--- src/rtl/pidci_pkg.sv ---
// ----------------------------------------------------------------------------
// pidci_pkg: shared types and constants of the PID controller block
// Widths of the data path, register indexes and controller states.
// ----------------------------------------------------------------------------
package pidci_pkg;

	localparam int DATA_WIDTH = 16;
	localparam int FRAC_BITS  = 8;
	localparam int LIMIT_BITS = 23;

	localparam int ACC_W  = LIMIT_BITS + 1;
	localparam int ERR_W  = DATA_WIDTH + 1;
	localparam int DIFF_W = DATA_WIDTH + 2;
	localparam int TERM_W = ((ACC_W > DIFF_W) ? ACC_W : DIFF_W) + 2;
	localparam int HI_W   = TERM_W + 2;
	localparam int SUM_W  = HI_W + DATA_WIDTH - 1;
	localparam int CNT_W  = $clog2(DATA_WIDTH);
	localparam int CFG_W  = (DATA_WIDTH > LIMIT_BITS) ? DATA_WIDTH : LIMIT_BITS;
	localparam int IDX_W  = 3;

	typedef logic signed [DATA_WIDTH-1:0] data_t;
	typedef logic signed [ERR_W-1:0]      err_t;
	typedef logic signed [DIFF_W-1:0]     diff_t;
	typedef logic signed [ACC_W-1:0]      acc_t;
	typedef logic signed [TERM_W-1:0]     term_t;
	typedef logic signed [HI_W-1:0]       part_t;
	typedef logic signed [SUM_W-1:0]      sum_t;
	typedef logic [LIMIT_BITS-1:0]        lim_t;
	typedef logic [CFG_W-1:0]             cfg_data_t;
	typedef logic [IDX_W-1:0]             cfg_idx_t;

	typedef enum logic [IDX_W-1:0] {
		REG_TARGET,
		REG_GAIN_P,
		REG_GAIN_I,
		REG_GAIN_D,
		REG_DRIVE_MIN,
		REG_DRIVE_MAX,
		REG_INT_LIMIT
	} reg_idx_t;

	typedef enum logic [2:0] {
		ST_IDLE,
		ST_ERR,
		ST_MAC,
		ST_CHECK,
		ST_OUT
	} state_t;

endpackage

--- src/rtl/pidci_if.sv ---
// ----------------------------------------------------------------------------
// pidci_if: valid/ready channels of the PID controller block
// One channel carries measurements in, the other carries drive results out.
// ----------------------------------------------------------------------------
interface pidci_meas_if;
	logic              valid;
	logic              ready;
	pidci_pkg::data_t  measurement;

	modport source (output valid, output measurement, input ready);
	modport sink   (input valid, input measurement, output ready);
endinterface

interface pidci_drive_if;
	logic              valid;
	logic              ready;
	pidci_pkg::data_t  drive;
	logic              saturated;

	modport source (output valid, output drive, output saturated, input ready);
	modport sink   (input valid, input drive, input saturated, output ready);
endinterface

--- src/rtl/pidci_mac.sv ---
// ----------------------------------------------------------------------------
// pidci_mac: bit-serial three-gain multiply-accumulate
// Forms gain_p*err + gain_d*diff + gain_i*accum exactly, taking one bit of
// each gain per cycle, LSB first; the gain MSB carries negative weight.
// ----------------------------------------------------------------------------
module pidci_mac (
	input  logic              clk,
	input  logic              arst_n,
	input  logic              start,
	input  pidci_pkg::data_t  gain_p,
	input  pidci_pkg::data_t  gain_i,
	input  pidci_pkg::data_t  gain_d,
	input  pidci_pkg::err_t   err,
	input  pidci_pkg::diff_t  diff,
	input  pidci_pkg::acc_t   accum,
	output logic              done,
	output pidci_pkg::sum_t   sum
);
	import pidci_pkg::*;

	logic [DATA_WIDTH-1:0] gp_q, gi_q, gd_q;
	part_t                 hi_q;
	logic [DATA_WIDTH-2:0] lo_q;
	logic [CNT_W-1:0]      cnt_q;
	logic                  busy_q;
	logic                  done_q;
	sum_t                  sum_q;

	term_t term;
	part_t step;
	logic  last;

	always_comb begin
		term = (gp_q[0] ? term_t'(err)   : '0)
		     + (gd_q[0] ? term_t'(diff)  : '0)
		     + (gi_q[0] ? term_t'(accum) : '0);
		last = (cnt_q == CNT_W'(DATA_WIDTH - 1));
		// the gain sign bit weighs -2^(n-1): subtract on the final step
		step = last ? (hi_q - part_t'(term)) : (hi_q + part_t'(term));
	end

	always_ff @(posedge clk or negedge arst_n) begin
		if (!arst_n) begin
			busy_q <= 1'b0;
			done_q <= 1'b0;
			cnt_q  <= '0;
		end else begin
			done_q <= 1'b0;
			if (start) begin
				busy_q <= 1'b1;
				cnt_q  <= '0;
			end else if (busy_q) begin
				if (last) begin
					busy_q <= 1'b0;
					done_q <= 1'b1;
				end else begin
					cnt_q <= cnt_q + 1'b1;
				end
			end
		end
	end

	always_ff @(posedge clk) begin
		if (start) begin
			gp_q <= gain_p;
			gi_q <= gain_i;
			gd_q <= gain_d;
			hi_q <= '0;
		end else if (busy_q) begin
			if (last) begin
				sum_q <= {step, lo_q};
			end else begin
				// retire one low bit of the partial sum, advance the gains
				hi_q <= step >>> 1;
				lo_q <= {step[0], lo_q[DATA_WIDTH-2:1]};
				gp_q <= gp_q >> 1;
				gi_q <= gi_q >> 1;
				gd_q <= gd_q >> 1;
			end
		end
	end

	assign done = done_q;
	assign sum  = sum_q;

endmodule

--- src/rtl/pid_with_conditional_integration_unit.sv ---
// ----------------------------------------------------------------------------
// pid_with_conditional_integration_unit: PID controller with anti-windup
// Error, difference and integral terms through a bit-serial MAC; the error is
// integrated only when the trial drive lies strictly inside the limits.
// ----------------------------------------------------------------------------
// Usage:
//   sample : one measurement beat per control tick (valid/ready).
//   result : one beat per measurement with the saturated drive and a flag
//            that is high when the drive was clamped to a limit.
//   cfg_*  : write port for target, gains, drive limits and integral limit;
//            write only while the block is idle. A gain write clears the
//            integral sum and the previous error.
// Timing: the MAC takes one gain bit per cycle. A tick without integration
//   runs one pass before its result is loaded into the output register; a
//   tick that integrates runs a second pass first. The block is ready for
//   the next measurement in the cycle after the result is loaded.
// Reset: state, settings, integral sum, previous error, result valid clear.
// Stall: the result waits in an output register while the next measurement
//   is taken and processed; a finished result then holds until it drains.
// ----------------------------------------------------------------------------
module pid_with_conditional_integration_unit (
	input  logic                   clk,
	input  logic                   arst_n,
	input  logic                   cfg_we,
	input  pidci_pkg::cfg_idx_t    cfg_index,
	input  pidci_pkg::cfg_data_t   cfg_data,
	pidci_meas_if.sink             sample,
	pidci_drive_if.source          result
);
	import pidci_pkg::*;

	typedef logic signed [ACC_W:0] accx_t;

	state_t state_q, state_d;

	data_t target_q, gain_p_q, gain_i_q, gain_d_q, drive_min_q, drive_max_q;
	lim_t  int_limit_q;

	data_t meas_q;
	err_t  err_q, prev_q;
	diff_t diff_q;
	acc_t  acc_q;
	logic  pass2_q;

	logic  res_valid_q;
	data_t drive_q;
	logic  sat_q;

	logic  mac_start, mac_done;
	sum_t  mac_sum;

	err_t  err_d;
	diff_t diff_d;
	sum_t  drv_full, lo_ext, hi_ext;
	logic  in_limits, above_hi, below_lo;
	data_t drv_final;
	accx_t acc_sum, lim_pos, lim_neg, acc_new;
	logic  gain_wr, in_take, do_integ, out_load;

	pidci_mac u_mac (
		.clk    (clk),
		.arst_n (arst_n),
		.start  (mac_start),
		.gain_p (gain_p_q),
		.gain_i (gain_i_q),
		.gain_d (gain_d_q),
		.err    (err_q),
		.diff   (diff_q),
		.accum  (acc_q),
		.done   (mac_done),
		.sum    (mac_sum)
	);

	// data path
	always_comb begin
		err_d  = err_t'(target_q) - err_t'(meas_q);
		diff_d = diff_t'(prev_q) - diff_t'(err_d);

		drv_full  = mac_sum >>> FRAC_BITS;
		lo_ext    = sum_t'(drive_min_q);
		hi_ext    = sum_t'(drive_max_q);
		in_limits = (drv_full > lo_ext) && (drv_full < hi_ext);
		above_hi  = drv_full > hi_ext;
		// upper clamp first, then lower
		below_lo = above_hi ? (drive_max_q < drive_min_q) : (drv_full < lo_ext);
		if (below_lo)
			drv_final = drive_min_q;
		else if (above_hi)
			drv_final = drive_max_q;
		else
			drv_final = drv_full[DATA_WIDTH-1:0];

		acc_sum = accx_t'(acc_q) + accx_t'(err_q);
		lim_pos = accx_t'(int_limit_q);
		lim_neg = -lim_pos;
		if (acc_sum > lim_pos)
			acc_new = lim_pos;
		else if (acc_sum < lim_neg)
			acc_new = lim_neg;
		else
			acc_new = acc_sum;
	end

	// next state
	always_comb begin
		state_d = state_q;
		case (state_q)
			ST_IDLE:  if (sample.valid) state_d = ST_ERR;
			ST_ERR:   state_d = ST_MAC;
			ST_MAC:   if (mac_done) state_d = ST_CHECK;
			ST_CHECK: state_d = (!pass2_q && in_limits) ? ST_MAC : ST_OUT;
			ST_OUT:   if (!res_valid_q || result.ready) state_d = ST_IDLE;
			default:  state_d = ST_IDLE;
		endcase
	end

	// controller outputs
	always_comb begin
		in_take   = 1'b0;
		do_integ  = 1'b0;
		mac_start = 1'b0;
		out_load  = 1'b0;
		case (state_q)
			ST_IDLE:  in_take = sample.valid;
			ST_ERR:   mac_start = 1'b1;
			ST_CHECK: begin
				do_integ  = !pass2_q && in_limits;
				mac_start = !pass2_q && in_limits;
			end
			ST_OUT:   out_load = !res_valid_q || result.ready;
			default:  ;
		endcase
	end

	assign gain_wr = cfg_we && (cfg_index inside {REG_GAIN_P, REG_GAIN_I, REG_GAIN_D});

	always_ff @(posedge clk or negedge arst_n) begin
		if (!arst_n) begin
			state_q <= ST_IDLE;
		end else begin
			state_q <= state_d;
		end
	end

	always_ff @(posedge clk or negedge arst_n) begin
		if (!arst_n) begin
			target_q    <= '0;
			gain_p_q    <= '0;
			gain_i_q    <= '0;
			gain_d_q    <= '0;
			drive_min_q <= '0;
			drive_max_q <= '0;
			int_limit_q <= '0;
		end else if (cfg_we) begin
			case (cfg_index)
				REG_TARGET:    target_q    <= cfg_data[DATA_WIDTH-1:0];
				REG_GAIN_P:    gain_p_q    <= cfg_data[DATA_WIDTH-1:0];
				REG_GAIN_I:    gain_i_q    <= cfg_data[DATA_WIDTH-1:0];
				REG_GAIN_D:    gain_d_q    <= cfg_data[DATA_WIDTH-1:0];
				REG_DRIVE_MIN: drive_min_q <= cfg_data[DATA_WIDTH-1:0];
				REG_DRIVE_MAX: drive_max_q <= cfg_data[DATA_WIDTH-1:0];
				REG_INT_LIMIT: int_limit_q <= cfg_data[LIMIT_BITS-1:0];
				default:       ;
			endcase
		end
	end

	always_ff @(posedge clk or negedge arst_n) begin
		if (!arst_n) begin
			acc_q   <= '0;
			prev_q  <= '0;
			pass2_q <= 1'b0;
		end else begin
			if (gain_wr) begin
				acc_q  <= '0;
				prev_q <= '0;
			end else if (state_q == ST_ERR) begin
				prev_q <= err_d;
			end else if (do_integ) begin
				acc_q <= acc_new[ACC_W-1:0];
			end
			if (state_q == ST_ERR)
				pass2_q <= 1'b0;
			else if (do_integ)
				pass2_q <= 1'b1;
		end
	end

	always_ff @(posedge clk) begin
		if (in_take)
			meas_q <= sample.measurement;
		if (state_q == ST_ERR) begin
			err_q  <= err_d;
			diff_q <= diff_d;
		end
	end

	// output register
	always_ff @(posedge clk or negedge arst_n) begin
		if (!arst_n) begin
			res_valid_q <= 1'b0;
		end else if (out_load) begin
			res_valid_q <= 1'b1;
		end else if (result.ready) begin
			res_valid_q <= 1'b0;
		end
	end

	always_ff @(posedge clk) begin
		if (out_load) begin
			drive_q <= drv_final;
			sat_q   <= above_hi || below_lo;
		end
	end

	assign sample.ready     = (state_q == ST_IDLE);
	assign result.valid     = res_valid_q;
	assign result.drive     = drive_q;
	assign result.saturated = sat_q;

	a_done_in_mac: assert property (@(posedge clk) disable iff (!arst_n)
		mac_done |-> state_q == ST_MAC)
		else $error("MAC finished outside of the MAC state");

	a_acc_bounded: assert property (@(posedge clk) disable iff (!arst_n)
		(do_integ && !gain_wr) |=> (accx_t'(acc_q) <= lim_pos && accx_t'(acc_q) >= lim_neg))
		else $error("integral sum outside its limit after integration");

	a_one_integ: assert property (@(posedge clk) disable iff (!arst_n)
		(state_q == ST_CHECK && pass2_q) |=> state_q == ST_OUT)
		else $error("second pass did not end the tick");

	a_no_overwrite: assert property (@(posedge clk) disable iff (!arst_n)
		out_load |-> (!res_valid_q || result.ready))
		else $error("pending result overwritten");

endmodule

--- src/flat_wrapper.sv ---
// flat-port wrapper written by rule: the top's interface ports become plain ports
module pid_with_conditional_integration_unit_flat import pidci_pkg::*;
  (clk, arst_n, cfg_we, cfg_index, cfg_data, sample_valid, sample_measurement, sample_ready, result_valid, result_drive, result_saturated, result_ready);
  pidci_meas_if sample_i ();
  pidci_drive_if result_i ();
  input  logic clk;
  input  logic arst_n;
  input  logic cfg_we;
  input  pidci_pkg::cfg_idx_t cfg_index;
  input  pidci_pkg::cfg_data_t cfg_data;
  input wire logic [$bits(sample_i.valid)-1:0] sample_valid;
  input wire logic [$bits(sample_i.measurement)-1:0] sample_measurement;
  output wire logic [$bits(sample_i.ready)-1:0] sample_ready;
  output wire logic [$bits(result_i.valid)-1:0] result_valid;
  output wire logic [$bits(result_i.drive)-1:0] result_drive;
  output wire logic [$bits(result_i.saturated)-1:0] result_saturated;
  input wire logic [$bits(result_i.ready)-1:0] result_ready;
  assign sample_i.valid = sample_valid;
  assign sample_i.measurement = sample_measurement;
  assign sample_ready = sample_i.ready;
  assign result_valid = result_i.valid;
  assign result_drive = result_i.drive;
  assign result_saturated = result_i.saturated;
  assign result_i.ready = result_ready;
  pid_with_conditional_integration_unit u_core (.clk(clk), .arst_n(arst_n), .cfg_we(cfg_we), .cfg_index(cfg_index), .cfg_data(cfg_data), .sample(sample_i), .result(result_i));
endmodule
--- config.mk ---
export PLATFORM = sky130hd
export DESIGN_NAME = pid_with_conditional_integration_unit_flat
export DESIGN_NICKNAME = d
export VERILOG_FILES = /design/src/rtl/pidci_pkg.sv /design/src/rtl/pidci_if.sv /design/src/rtl/pidci_mac.sv /design/src/rtl/pid_with_conditional_integration_unit.sv /design/src/flat_wrapper.sv
export SDC_FILE = /design/constraint.sdc
export NUM_CORES = 1
export LEC_CHECK = 0
export BUFFER_PORTS_ARGS = -buffer_cell sky130_fd_sc_hd__buf_2
export CAP_MARGIN = 20
export CORE_UTILIZATION = 23
export DETAILED_ROUTE_END_ITERATION = 7
export GPL_TIMING_DRIVEN = 0
export SLEW_MARGIN = 30
export SYNTH_ARGS = -nofsm -noshare
export SYNTH_HDL_FRONTEND = slang
export SYNTH_HIERARCHICAL = 1
export SYNTH_SLANG_ARGS = --single-unit
--- constraint.sdc ---
create_clock -name clk -period 8.31 [get_ports clk]
set_clock_uncertainty 0.05 [all_clocks]
set_input_delay 0.831 -clock clk [delete_from_list [all_inputs] [get_ports clk]]
set_output_delay 0.831 -clock clk [all_outputs]
set_load 0.03 [all_outputs]
# After elaboration in Yosys (flattened, before gate mapping)
# Index checks and enable logic that the tools add are counted.
dict set report totals {
  reg_bits 372
  in_bits 47
}
dict set report op_classes {
  n_addsub 9
  n_lt_le_gt_ge 7
  eq_ne 16
  muxes 45
  bitwise 2
  n_reduce_logical 28
}
# op n
set ops {}
lappend ops {{2-to-1 mux 16 bit} 11}
lappend ops {{2-to-1 mux 24 bit} 5}
lappend ops {{2-to-1 mux 26 bit} 3}
lappend ops {{greater-than comparator 35 x 16 -> 1 bit} 2}
lappend ops {{less-than comparator 35 x 16 -> 1 bit} 2}
lappend ops {{adder 26 bit} 2}
lappend ops {{2-to-1 mux 17 bit} 2}
lappend ops {{adder 27 x 26 -> 28 bit} 1}
lappend ops {{2-to-1 mux 28 bit} 1}
lappend ops {{subtractor 27 x 26 -> 28 bit} 1}
lappend ops {{adder 24 x 17 -> 25 bit} 1}
lappend ops {{greater-than comparator 25 x 24 -> 1 bit} 1}
lappend ops {{less-than comparator 25 bit} 1}
lappend ops {{negator 23 -> 25 bit} 1}
lappend ops {{AND reduction 2 bit} 10}
lappend ops {{subtractor 17 x 17 -> 18 bit} 1}
lappend ops {{subtractor 16 x 16 -> 17 bit} 1}
lappend ops {{less-than comparator 16 bit} 1}
lappend ops {{one-hot mux 3 bit (5 select lines)} 1}
lappend ops {{2-to-1 mux 1 bit} 14}
lappend ops {{== test 3 x 2 -> 1 bit, second input constant} 4}
lappend ops {{== test 3 bit, second input constant} 4}
lappend ops {{2-to-1 mux 3 bit} 4}
lappend ops {{2-to-1 mux 4 bit} 3}
lappend ops {{other kinds (14)} 30}

# Logic depth before layout (Yosys ltp)
# Gate-level depths: netlist of the first run.
dict set report logic_depth {
  ltp_word 7
  mapped_depth 28
  depth_no_buf 26
}

# Cells and area by module
# Netlist of the first run, hierarchy kept.
# module instances cells_per_inst area_per_inst_um2 seq_area_each_um2
set modules_own_cells {}
lappend modules_own_cells {pid_with_conditional_integration_unit 1 1465 15122.0 6170.9}
lappend modules_own_cells {pidci_mac 1 942 9406.5 3873.7}

# Worst setup path after synthesis of the first run
# No wires, ideal clock.
dict set report synth_path {
  path_type {register -> register}
  from {reg u_core.drive_min_q[15]}
  to {reg u_core.u_mac.sum_q[0] (netlist: u_core/u_mac/sum[0]) (enable)}
  t_arrival_ns 6.320
  path_slack_ns 1.434
  stages_incl_launch_ff 14
  path_buffers 3
  synth_period_minus_slack_ns 6.876
  path_cell_list {dfrtp_1 -> inv_1 -> ha_1 -> a21o_1 -> a21o_1 -> a211oi_1 -> o21ai_0 -> or4b_1 -> nand4_2 -> nand2_1 -> buf_6 -> clkbuf_1 -> clkbuf_1 -> nor3b_1}
}
dict set report synth_via {
  elab_chain_len 6
}
# item line
set synth_rtl {}
lappend synth_rtl {{start, declared} pid_with_conditional_integration_unit.sv:36} ;# data_t target_q, gain_p_q, gain_i_q, gain_d_q, drive_min_q, drive_max_q;
lappend synth_rtl {{start signal, assigned} pid_with_conditional_integration_unit.sv:160} ;# REG_DRIVE_MIN: drive_min_q <= cfg_data[DATA_WIDTH-1:0];
lappend synth_rtl {{greater-than comparator 35 x 16 -> 1 bit} pid_with_conditional_integration_unit.sv:82} ;# in_limits = (drv_full > lo_ext) && (drv_full < hi_ext);
lappend synth_rtl {{logical AND 1 bit} pid_with_conditional_integration_unit.sv:82}
lappend synth_rtl {{logical AND 1 bit} pid_with_conditional_integration_unit.sv:128} ;# mac_start = !pass2_q && in_limits;
lappend synth_rtl {{one-hot mux 1 bit (2 select lines)} pid_with_conditional_integration_unit.sv:123} ;# case (state_q)
lappend synth_rtl {{net u_core.mac_start} pid_with_conditional_integration_unit.sv:49} ;# logic mac_start, mac_done;
lappend synth_rtl {{NOT 1 bit (no source line)} -}
lappend synth_rtl {{AND reduction 3 bit (no source line)} -}
lappend synth_rtl {{end signal, assigned} pidci_mac.sv:71} ;# sum_q <= {step, lo_q};
lappend synth_rtl {{end, declared} pidci_mac.sv:27} ;# sum_t sum_q;
# The timed path passes the listed nets, and every way through them passes these cells.
# A chain may end at the register's enable or synchronous reset.

# Worst setup path in the final report of the first run
dict set report layout_path {
  from {reg u_core.u_mac.gp_q[0]}
  to {reg, netlist name u_core/u_mac/hi_q[26]}
}
dict set report layout_via {
  elab_chain_len 5
  elab_cells_between_ends 6
  cone_classes {add/sub: 4; mux: 2}
}
# item line
set layout_rtl {}
lappend layout_rtl {{start, declared} pidci_mac.sv:21} ;# logic [DATA_WIDTH-1:0] gp_q, gi_q, gd_q;
lappend layout_rtl {{start signal, assigned} pidci_mac.sv:65} ;# gp_q <= gain_p;
lappend layout_rtl {{start signal, assigned} pidci_mac.sv:76} ;# gp_q <= gp_q >> 1;
lappend layout_rtl {{2-to-1 mux 26 bit *} pidci_mac.sv:34} ;# term = (gp_q[0] ? term_t'(err) : '0)
lappend layout_rtl {{adder 26 bit *} pidci_mac.sv:35} ;# + (gd_q[0] ? term_t'(diff) : '0)
lappend layout_rtl {{adder 26 bit *} pidci_mac.sv:36} ;# + (gi_q[0] ? term_t'(accum) : '0);
lappend layout_rtl {{adder 27 x 26 -> 28 bit or subtractor 27 x 26 -> 28 bit (tied branches)} pidci_mac.sv:39} ;# step = last ? (hi_q - part_t'(term)) : (hi_q + part_t'(term));
lappend layout_rtl {{2-to-1 mux 28 bit *} pidci_mac.sv:39}
# Every way passes the cells marked *; elsewhere a longest branch is shown, timed or not.

==> results of run 1 <==
## state kept, by name, indices dropped and copies added (netlist names), 3 cells and up
signal and count:
u_core/gain_d_q 16, u_core/u_mac/gi_q 16, u_core/drive_min_q 16, u_core/acc_q 24, u_core/int_limit_q 23, u_core/drive_max_q 16
u_core/gain_i_q 16, u_core/u_mac/lo_q 7, u_core/gain_p_q 16, u_core/meas_q 16, u_core/err_q 17, u_core/u_mac/cnt_q 4
u_core/u_mac/gp_q 16, u_core/diff_q 18, u_core/u_mac/hi_q 27, u_core/prev_q 17, u_core/u_mac/sum 35, u_core/target_q 16
u_core/u_mac/gd_q 16, u_core/state_q 3, u_core/result.drive 16
## report_power, final
part           switching, mW  internal, mW  total (mW)  leakage, nW
Combinational           4.65          3.16        7.81         7.32
Sequential             0.353          2.78        3.14         3.88
Clock                  0.764          1.16        1.93        0.707
## path summary, 6_finish.rpt
check | startpoint | endpoint | slack [ns] | cells past startpoint
worst min-delay path | arst_n | u_core/drive_max_q[12] | 0.08 | 1
worst max-delay path | u_core/u_mac/gp_q[0] | u_core/u_mac/hi_q[26] | 0.80 | 27
max in group asynchronous | arst_n | u_core/target_q[9] | 7.07 | 3
worst min register to register | u_core/u_mac/lo_q[8] | u_core/u_mac/sum[8] | 0.38 | 0
worst max register to register | u_core/u_mac/gp_q[0] | u_core/u_mac/hi_q[26] | 0.80 | 27
min in group clk | sample_measurement[13] | u_core/meas_q[13] | 0.37 | 1
## final cells by class
| type | instances | share of cell area |
|---|---|---|
| Buffer | 71 | 0.0120 |
| Clock buffer | 57 | 0.0429 |
| Clock inverter | 18 | 0.00923 |
| Inverter | 194 | 0.0264 |
| Multi-Input combinational cell | 1770 | 0.486 |
| Sequential cell | 356 | 0.346 |
| Tap cell | 1380 | 0.0624 |
| Timing Repair Buffer | 69 | 0.0148 |
## metal layers
metal	part of all wire	track usage	routed length, um
met4	0.030	0.0382	1930
met1	0.48	0.169	30800
met2	0.44	0.192	28600
met3	0.047	0.0190	3000
met5	0.00020	0	13
## stage by stage
| stage | worst slack [ns] | utilization | total power, mW | instance area, sq um | std cells |
|---|---|---|---|---|---|
| after floorplan | 2.04 | - | 9.01 | 24000 | 2391 |
| after global placement | -0.116 | 0.252 | 10.8 | 26100 | 3834 |
| after detailed placement | 0.872 | 0.253 | 10.9 | 26200 | 3840 |
| after CTS | 0.817 | 0.267 | 12.9 | 27700 | 3915 |
| after global routing | 0.205 | 0.267 | 14.0 | 27700 | 3915 |
| final | 0.798 | 0.267 | 12.9 | 27700 | 3915 |
## critical path, cell delays in order (launching register included)
cell	delay (ns)
edfxtp_1	0.31
clkbuf_1	0.38
clkbuf_1	0.40
nand2_1	0.20
fa_1	0.42
inv_1	0.06
ha_1	0.18
inv_1	0.06
fa_1	0.40
nor2b_1	0.17
o31a_1	0.27
o21ai_0	0.14
a21boi_0	0.24
o211ai_1	0.23
or4_1	0.61
or4_4	0.47
o21ai_2	0.13
xor2_1	0.23
ha_1	0.33
a21oi_1	0.14
o21ai_0	0.12
a2111oi_1	0.52
nor3_1	0.15
o21ai_1	0.29
o21ai_1	0.23
or3_1	0.38
o221a_2	0.24
nand4b_1	0.08
## placed cells by master, fill, tap and decap left out, drive strengths merged, types with 14 or more instances in the layout
master	instances
dfxtp	27
clkbuf	110
or3	15
inv	198
o22ai	21
and2	26
fa	29
a21oi	189
mux2	148
dfrtp	171
buf	87
ha	242
nand2	226
a22oi	14
nand4	30
a211oi	27
nor3	55
a21o	56
o21a	24
xor2	39
xnor2	86
nand3	54
nor2	105
and3	20
o211ai	14
nor2b	26
o21ai	121
nand2b	18
edfxtp	158
==> impl_results.md, run 1 <==
* Outcome: finished clean
* Initial Util at 0.232
* Final-report hold violation count at 0
* Register Area at 0.00956 sq mm
* TritonCTS clock tree: yes
* Fmax at around 0.13 GHz
* Clk slew on worst S/H paths at ~0.060 ns
* Nets at around 2,800
* Vias in the first global route at ~18,000
* GRT Total Usage at 0.121
* Drt wl/cell at ~16 um
* Final antenna-violating net count at 0
* Post-CTS sizing at 0
* Skew-Pair Late Insertion Delay at approximately 0.58 ns
* Ports at 66
* N_diodes at 0
* Die Wd at about 330 um
* First-pass GRT wire length at just over 100,000 um
* Final wirelength at approximately 64,000 um
* Buffers on Ports at 63
* PwrDens at between 400 and 500 mW/mm^2
* CP arrival at roughly 8 ns
* Mapped Cells at 2,391
* Hold Buf Count CTS at 0
* Syn. warnings at 6
* Avg Vias per Cell at between 4 and 5
* CTS Buffer Depth at 3
* Total CTS buffers at around 40
* Final TNS setup at 0 ns
* Syn-to-layout area delta at 15.0%
* H-tree depth at 2
* Rows at about 120
* Area of the multi-input gates at 0.0134 sq mm
* Crit. End Element: flop
* CTS root buf: clkbuf_16
* Fill cells at 11,100
* Synth Cell Area at around 0.024 sq mm
* Core footprint at ~0.10 sq mm
* Hpwl dp at between 40,000 and 50,000 um
* Slew HR at 0.380
* CTS Sinks at around 360
* Worst slew pin tran at ~0.93 ns
* VDD IR max at between 0.3 and 0.4 mV
* Crit path required time at around 8.8 ns
* Pleak at between 10 and 15 nW
* Gr ovfl total at 0
* Largest net degree at the start of global routing at roughly 70
* DR DRC count at 0
* Die Height at between 300 and 400 um
* Final setup fails at 0
* WHS at approximately 0.08 ns
* Initial antenna violation count at 7
* Layout cells sized above 1 at 0.142
* Vias at about 18,000
* Final Cycle Share at 0.904
* Maxcap violations at 0
* DR pass1 iterations at 5
* RD Place Congestion at 0.916
* Die area at 0.106 sq mm
* Initial DRC Count at approximately 1,100
* Post-layout min period at approximately 7.5 ns
* Hold crit path type: input pin to async pin
* Post-CTS Setup Repair Bufs at 0
* Slew Viols, Final at 0
* Syn Area/Cell at approximately 10 sq um
* RSZ-0062 raised after global routing: false
* Net Count, Synth at 2,709
* Crit path kind: flop to flop
* Worst setup SP type: flop
* Critical-path maximum fanout at 10
Note: power is estimated with default switching activity, not from simulation.
==> run 2, diff against run 1 <==
- GPL_TIMING_DRIVEN: 0 -> 1
- RECOVER_POWER: not set -> 50
- clock period: 8.31 -> 9 ns (I/O delays scaled with it)
==> impl_results.md, run 2 (synthesized netlist as in run 1, its figures left out) <==
* Largest net degree at the start of global routing at 77 (was 72)
* Hold path depth at 0
* Final setup fails at 0 (unchanged)
* Post-CTS Setup Repair Bufs at 0 (unchanged)
* DR pass1 iterations at 5 (unchanged)
* HP Start: u_core/u_mac/lo_q[8]
* Worst hold endpoint: u_core/u_mac/sum[8]
* Crit path kind: flop to flop (unchanged)
* Post-CTS sizing at 0 (unchanged)
* Final wirelength at 62,100 um (was 64,400 um)
* Switch share at 0.447 (was 0.448)
* VDD IR max at 0.300 mV (was 0.306 mV)
* CTS root buf: clkbuf_16 (unchanged)
* Core Util, Final at 0.262 (was 0.267)
* RD Place Congestion at 0.898 (was 0.916)
* GRT Total Usage at 0.117 (was 0.121)
* CTS Sinks at 356 (unchanged)
* Final antenna-violating net count at 0 (unchanged)
* PwrDens at 428 mW/mm^2 (was 466 mW/mm^2)
* WHS at 0.377 ns (was 0.0802 ns)
* RSZ-0062 raised after global routing: false (unchanged)
* Switch Pwr at 5.21 mW (was 5.76 mW)
* Die Height at 325 um (unchanged)
* First-pass GRT wire length at 98,200 um (was 102,000 um)
* Critical-path maximum fanout at 24 (was 10)
* RR Startpoint: u_core/u_mac/gi_q[0] (was u_core/u_mac/gp_q[0])
* Final Cycle Share at 0.803 (was 0.904)
* Core footprint at 0.104 sq mm (unchanged)
* Drt wl/cell at 16.1 um (was 16.5 um)
* Placed insts at 3,780 (was 3,840)
* Layout cells sized above 1 at 0.128 (was 0.142)
* Fill cells at 11,000 (was 11,100)
* Crit. End Element: flop (unchanged)
* Seq pwr share at 0.252 (was 0.244)
* CTS Buffer Depth at 3 (unchanged)
* Worst r2r dst: u_core/u_mac/hi_q[26] (unchanged)
* Hold Buf Count CTS at 0 (unchanged)
* Combinational Power Share at 0.604 (was 0.607)
* Final TNS setup at 0 ns (unchanged)
* Initial DRC Count at 1,253 (was 1,087)
* Syn-to-layout area delta at 13.1% (was 15.0%)
* Rows at 118 (unchanged)
* Layout Cells excl Fill at 3,856 (was 3,915)
* H-tree depth at 2 (unchanged)
* Worst-case reg-to-reg path depth at 24 (was 27)
* Final-report hold violation count at 0 (unchanged)
* Fmax at 0.138 GHz (was 0.133 GHz)
* P_int at 6.43 mW (was 7.11 mW)
* Worst setup SP type: flop (unchanged)
* Clk slew on worst S/H paths at 0.06 ns (about the same)
* Initial Util at 0.232 (unchanged)
* Most common cell after layout, fill and taps aside: ha_1 (unchanged)
* Number of flip-flops under the largest register name at 35 (unchanged)
* CP arrival at 7.69 ns (was 7.97 ns)
* Final worst setup slack at 1.77 ns (was 0.798 ns)
* Initial antenna violation count at 6 (was 7)
* Pleak at 11.6 nW (was 11.9 nW)
* Total CTS buffers at 41 (unchanged)
* Skew-Pair Late Insertion Delay at 0.57 ns (was 0.58 ns)
* Failing checks: max-capacitance violations, max-slew violations
* Crit path required time at 9.46 ns (was 8.77 ns)
* Dpl ws at 1.86 ns (was 0.872 ns)
* Flop-to-flop setup slack at 1.77 ns (was 0.80 ns)
* Clock power share at 0.145 (was 0.150)
* Hold crit path type: flop to flop (was input pin to async pin)
* Vias at 17,900 (was 18,200)
* Hpwl dp at 46,700 um (was 49,600 um)
* Worst slew pin tran at 4.35 ns (was 0.926 ns)
* N_diodes at 0 (unchanged)
* Ports at 66 (unchanged)
* Maxcap violations at 5 (was 0)
* TritonCTS clock tree: yes (unchanged)
* Buffers on Ports at 65 (was 63)
* Nets at 2,761 (was 2,821)
* Vias in the first global route at 17,500 (was 18,100)
* Slew HR at -1.90 (was 0.380)
* Avg Vias per Cell at 4.64 (was 4.66)
* Slew Viols, Final at 231 (was 0)
* Gr ovfl total at 0 (unchanged)
* DR DRC count at 0 (unchanged)
* Die Wd at 325 um (unchanged)
* Outcome: finished, violations left (was finished clean)
* Post-layout min period at 7.23 ns (was 7.51 ns)
* Die area at 0.106 sq mm (unchanged)
* Most frequent cells in the layout: ha_1, nand2_1, inv_1 (unchanged)
run 2: area by class of cell:
cell class / count / area (sq um) / area share
sequential: 356 / 9560 / 0.352
clock inverter: 24 / 244 / 0.00897
timing repair buffer: 80 / 380 / 0.0140
clock buffer: 52 / 1100 / 0.0404
multi-input combinational: 1770 / 13400 / 0.494
inverter: 194 / 732 / 0.0269
tap: 1380 / 1730 / 0.0635
run 2: critical path, cell delays in order (launching register included):
cell and delay (ns):
edfxtp_1 0.70, and2_1 0.29, fa_1 0.54, ha_1 0.19, inv_1 0.06, fa_1 0.40, nor2b_1 0.16, o31a_1 0.27
o21ai_0 0.13, a21boi_0 0.28, o211ai_1 0.24, or4_1 0.60, or4_4 0.46, o21ai_2 0.14, xor2_1 0.18, ha_1 0.30
a21oi_1 0.14, o21ai_0 0.12, a2111oi_1 0.51, nor3_1 0.15, o21ai_1 0.29, o21ai_1 0.23, or3_1 0.39, o221a_2 0.25
nand4b_1 0.08
run 2: metrics by stage:
| step | power (mW) | instance area [sq um] |
|---|---|---|
| final | 11.6 | 27200 |
| after global routing | 12.7 | 27200 |
| after CTS | 11.7 | 27300 |
| after detailed placement | 9.94 | 25900 |
| after global placement | 9.83 | 25900 |
| after floorplan | 8.32 | 24000 |
run 2: worst max-delay path by stage:
stage	start	end	slack [ns]	depth (start not counted)
6_report	u_core/u_mac/gi_q[0]	u_core/u_mac/hi_q[26]	1.77	24
5_1_grt	u_core/u_mac/gi_q[0]	u_core/u_mac/hi_q[26]	1.22	26
4_1_cts	u_core/u_mac/gi_q[0]	u_core/u_mac/hi_q[26]	1.82	25
3_5_place_dp	u_core/u_mac/gi_q[0]	u_core/u_mac/hi_q[26]	1.86	24
3_3_place_gp	u_core/u_mac/gi_q[0]	u_core/u_mac/hi_q[26]	2.03	24
2_1_floorplan	u_core/drive_min_q[15]	u_core/u_mac/sum[10]	2.73	13
run 2: metal layers:
metal	global-route usage	vias to the layer above	part of all wire
met1	0.160	8682	0.48
met5	0	-	0.00021
met2	0.188	332	0.46
met3	0.0162	77	0.042
met4	0.0371	2	0.026
li1	-	8790	-
run 2: power groups by stage:
stage          Combinational (mW)  Sequential [mW]  Clock (mW)
3_5_place_dp                 6.98             2.96           0
6_report                     7.03             2.93        1.68
5_1_grt                      7.92             2.99        1.79
2_1_floorplan                5.51             2.81           0
3_3_place_gp                 6.89             2.94           0
4_1_cts                      7.03             2.93        1.73
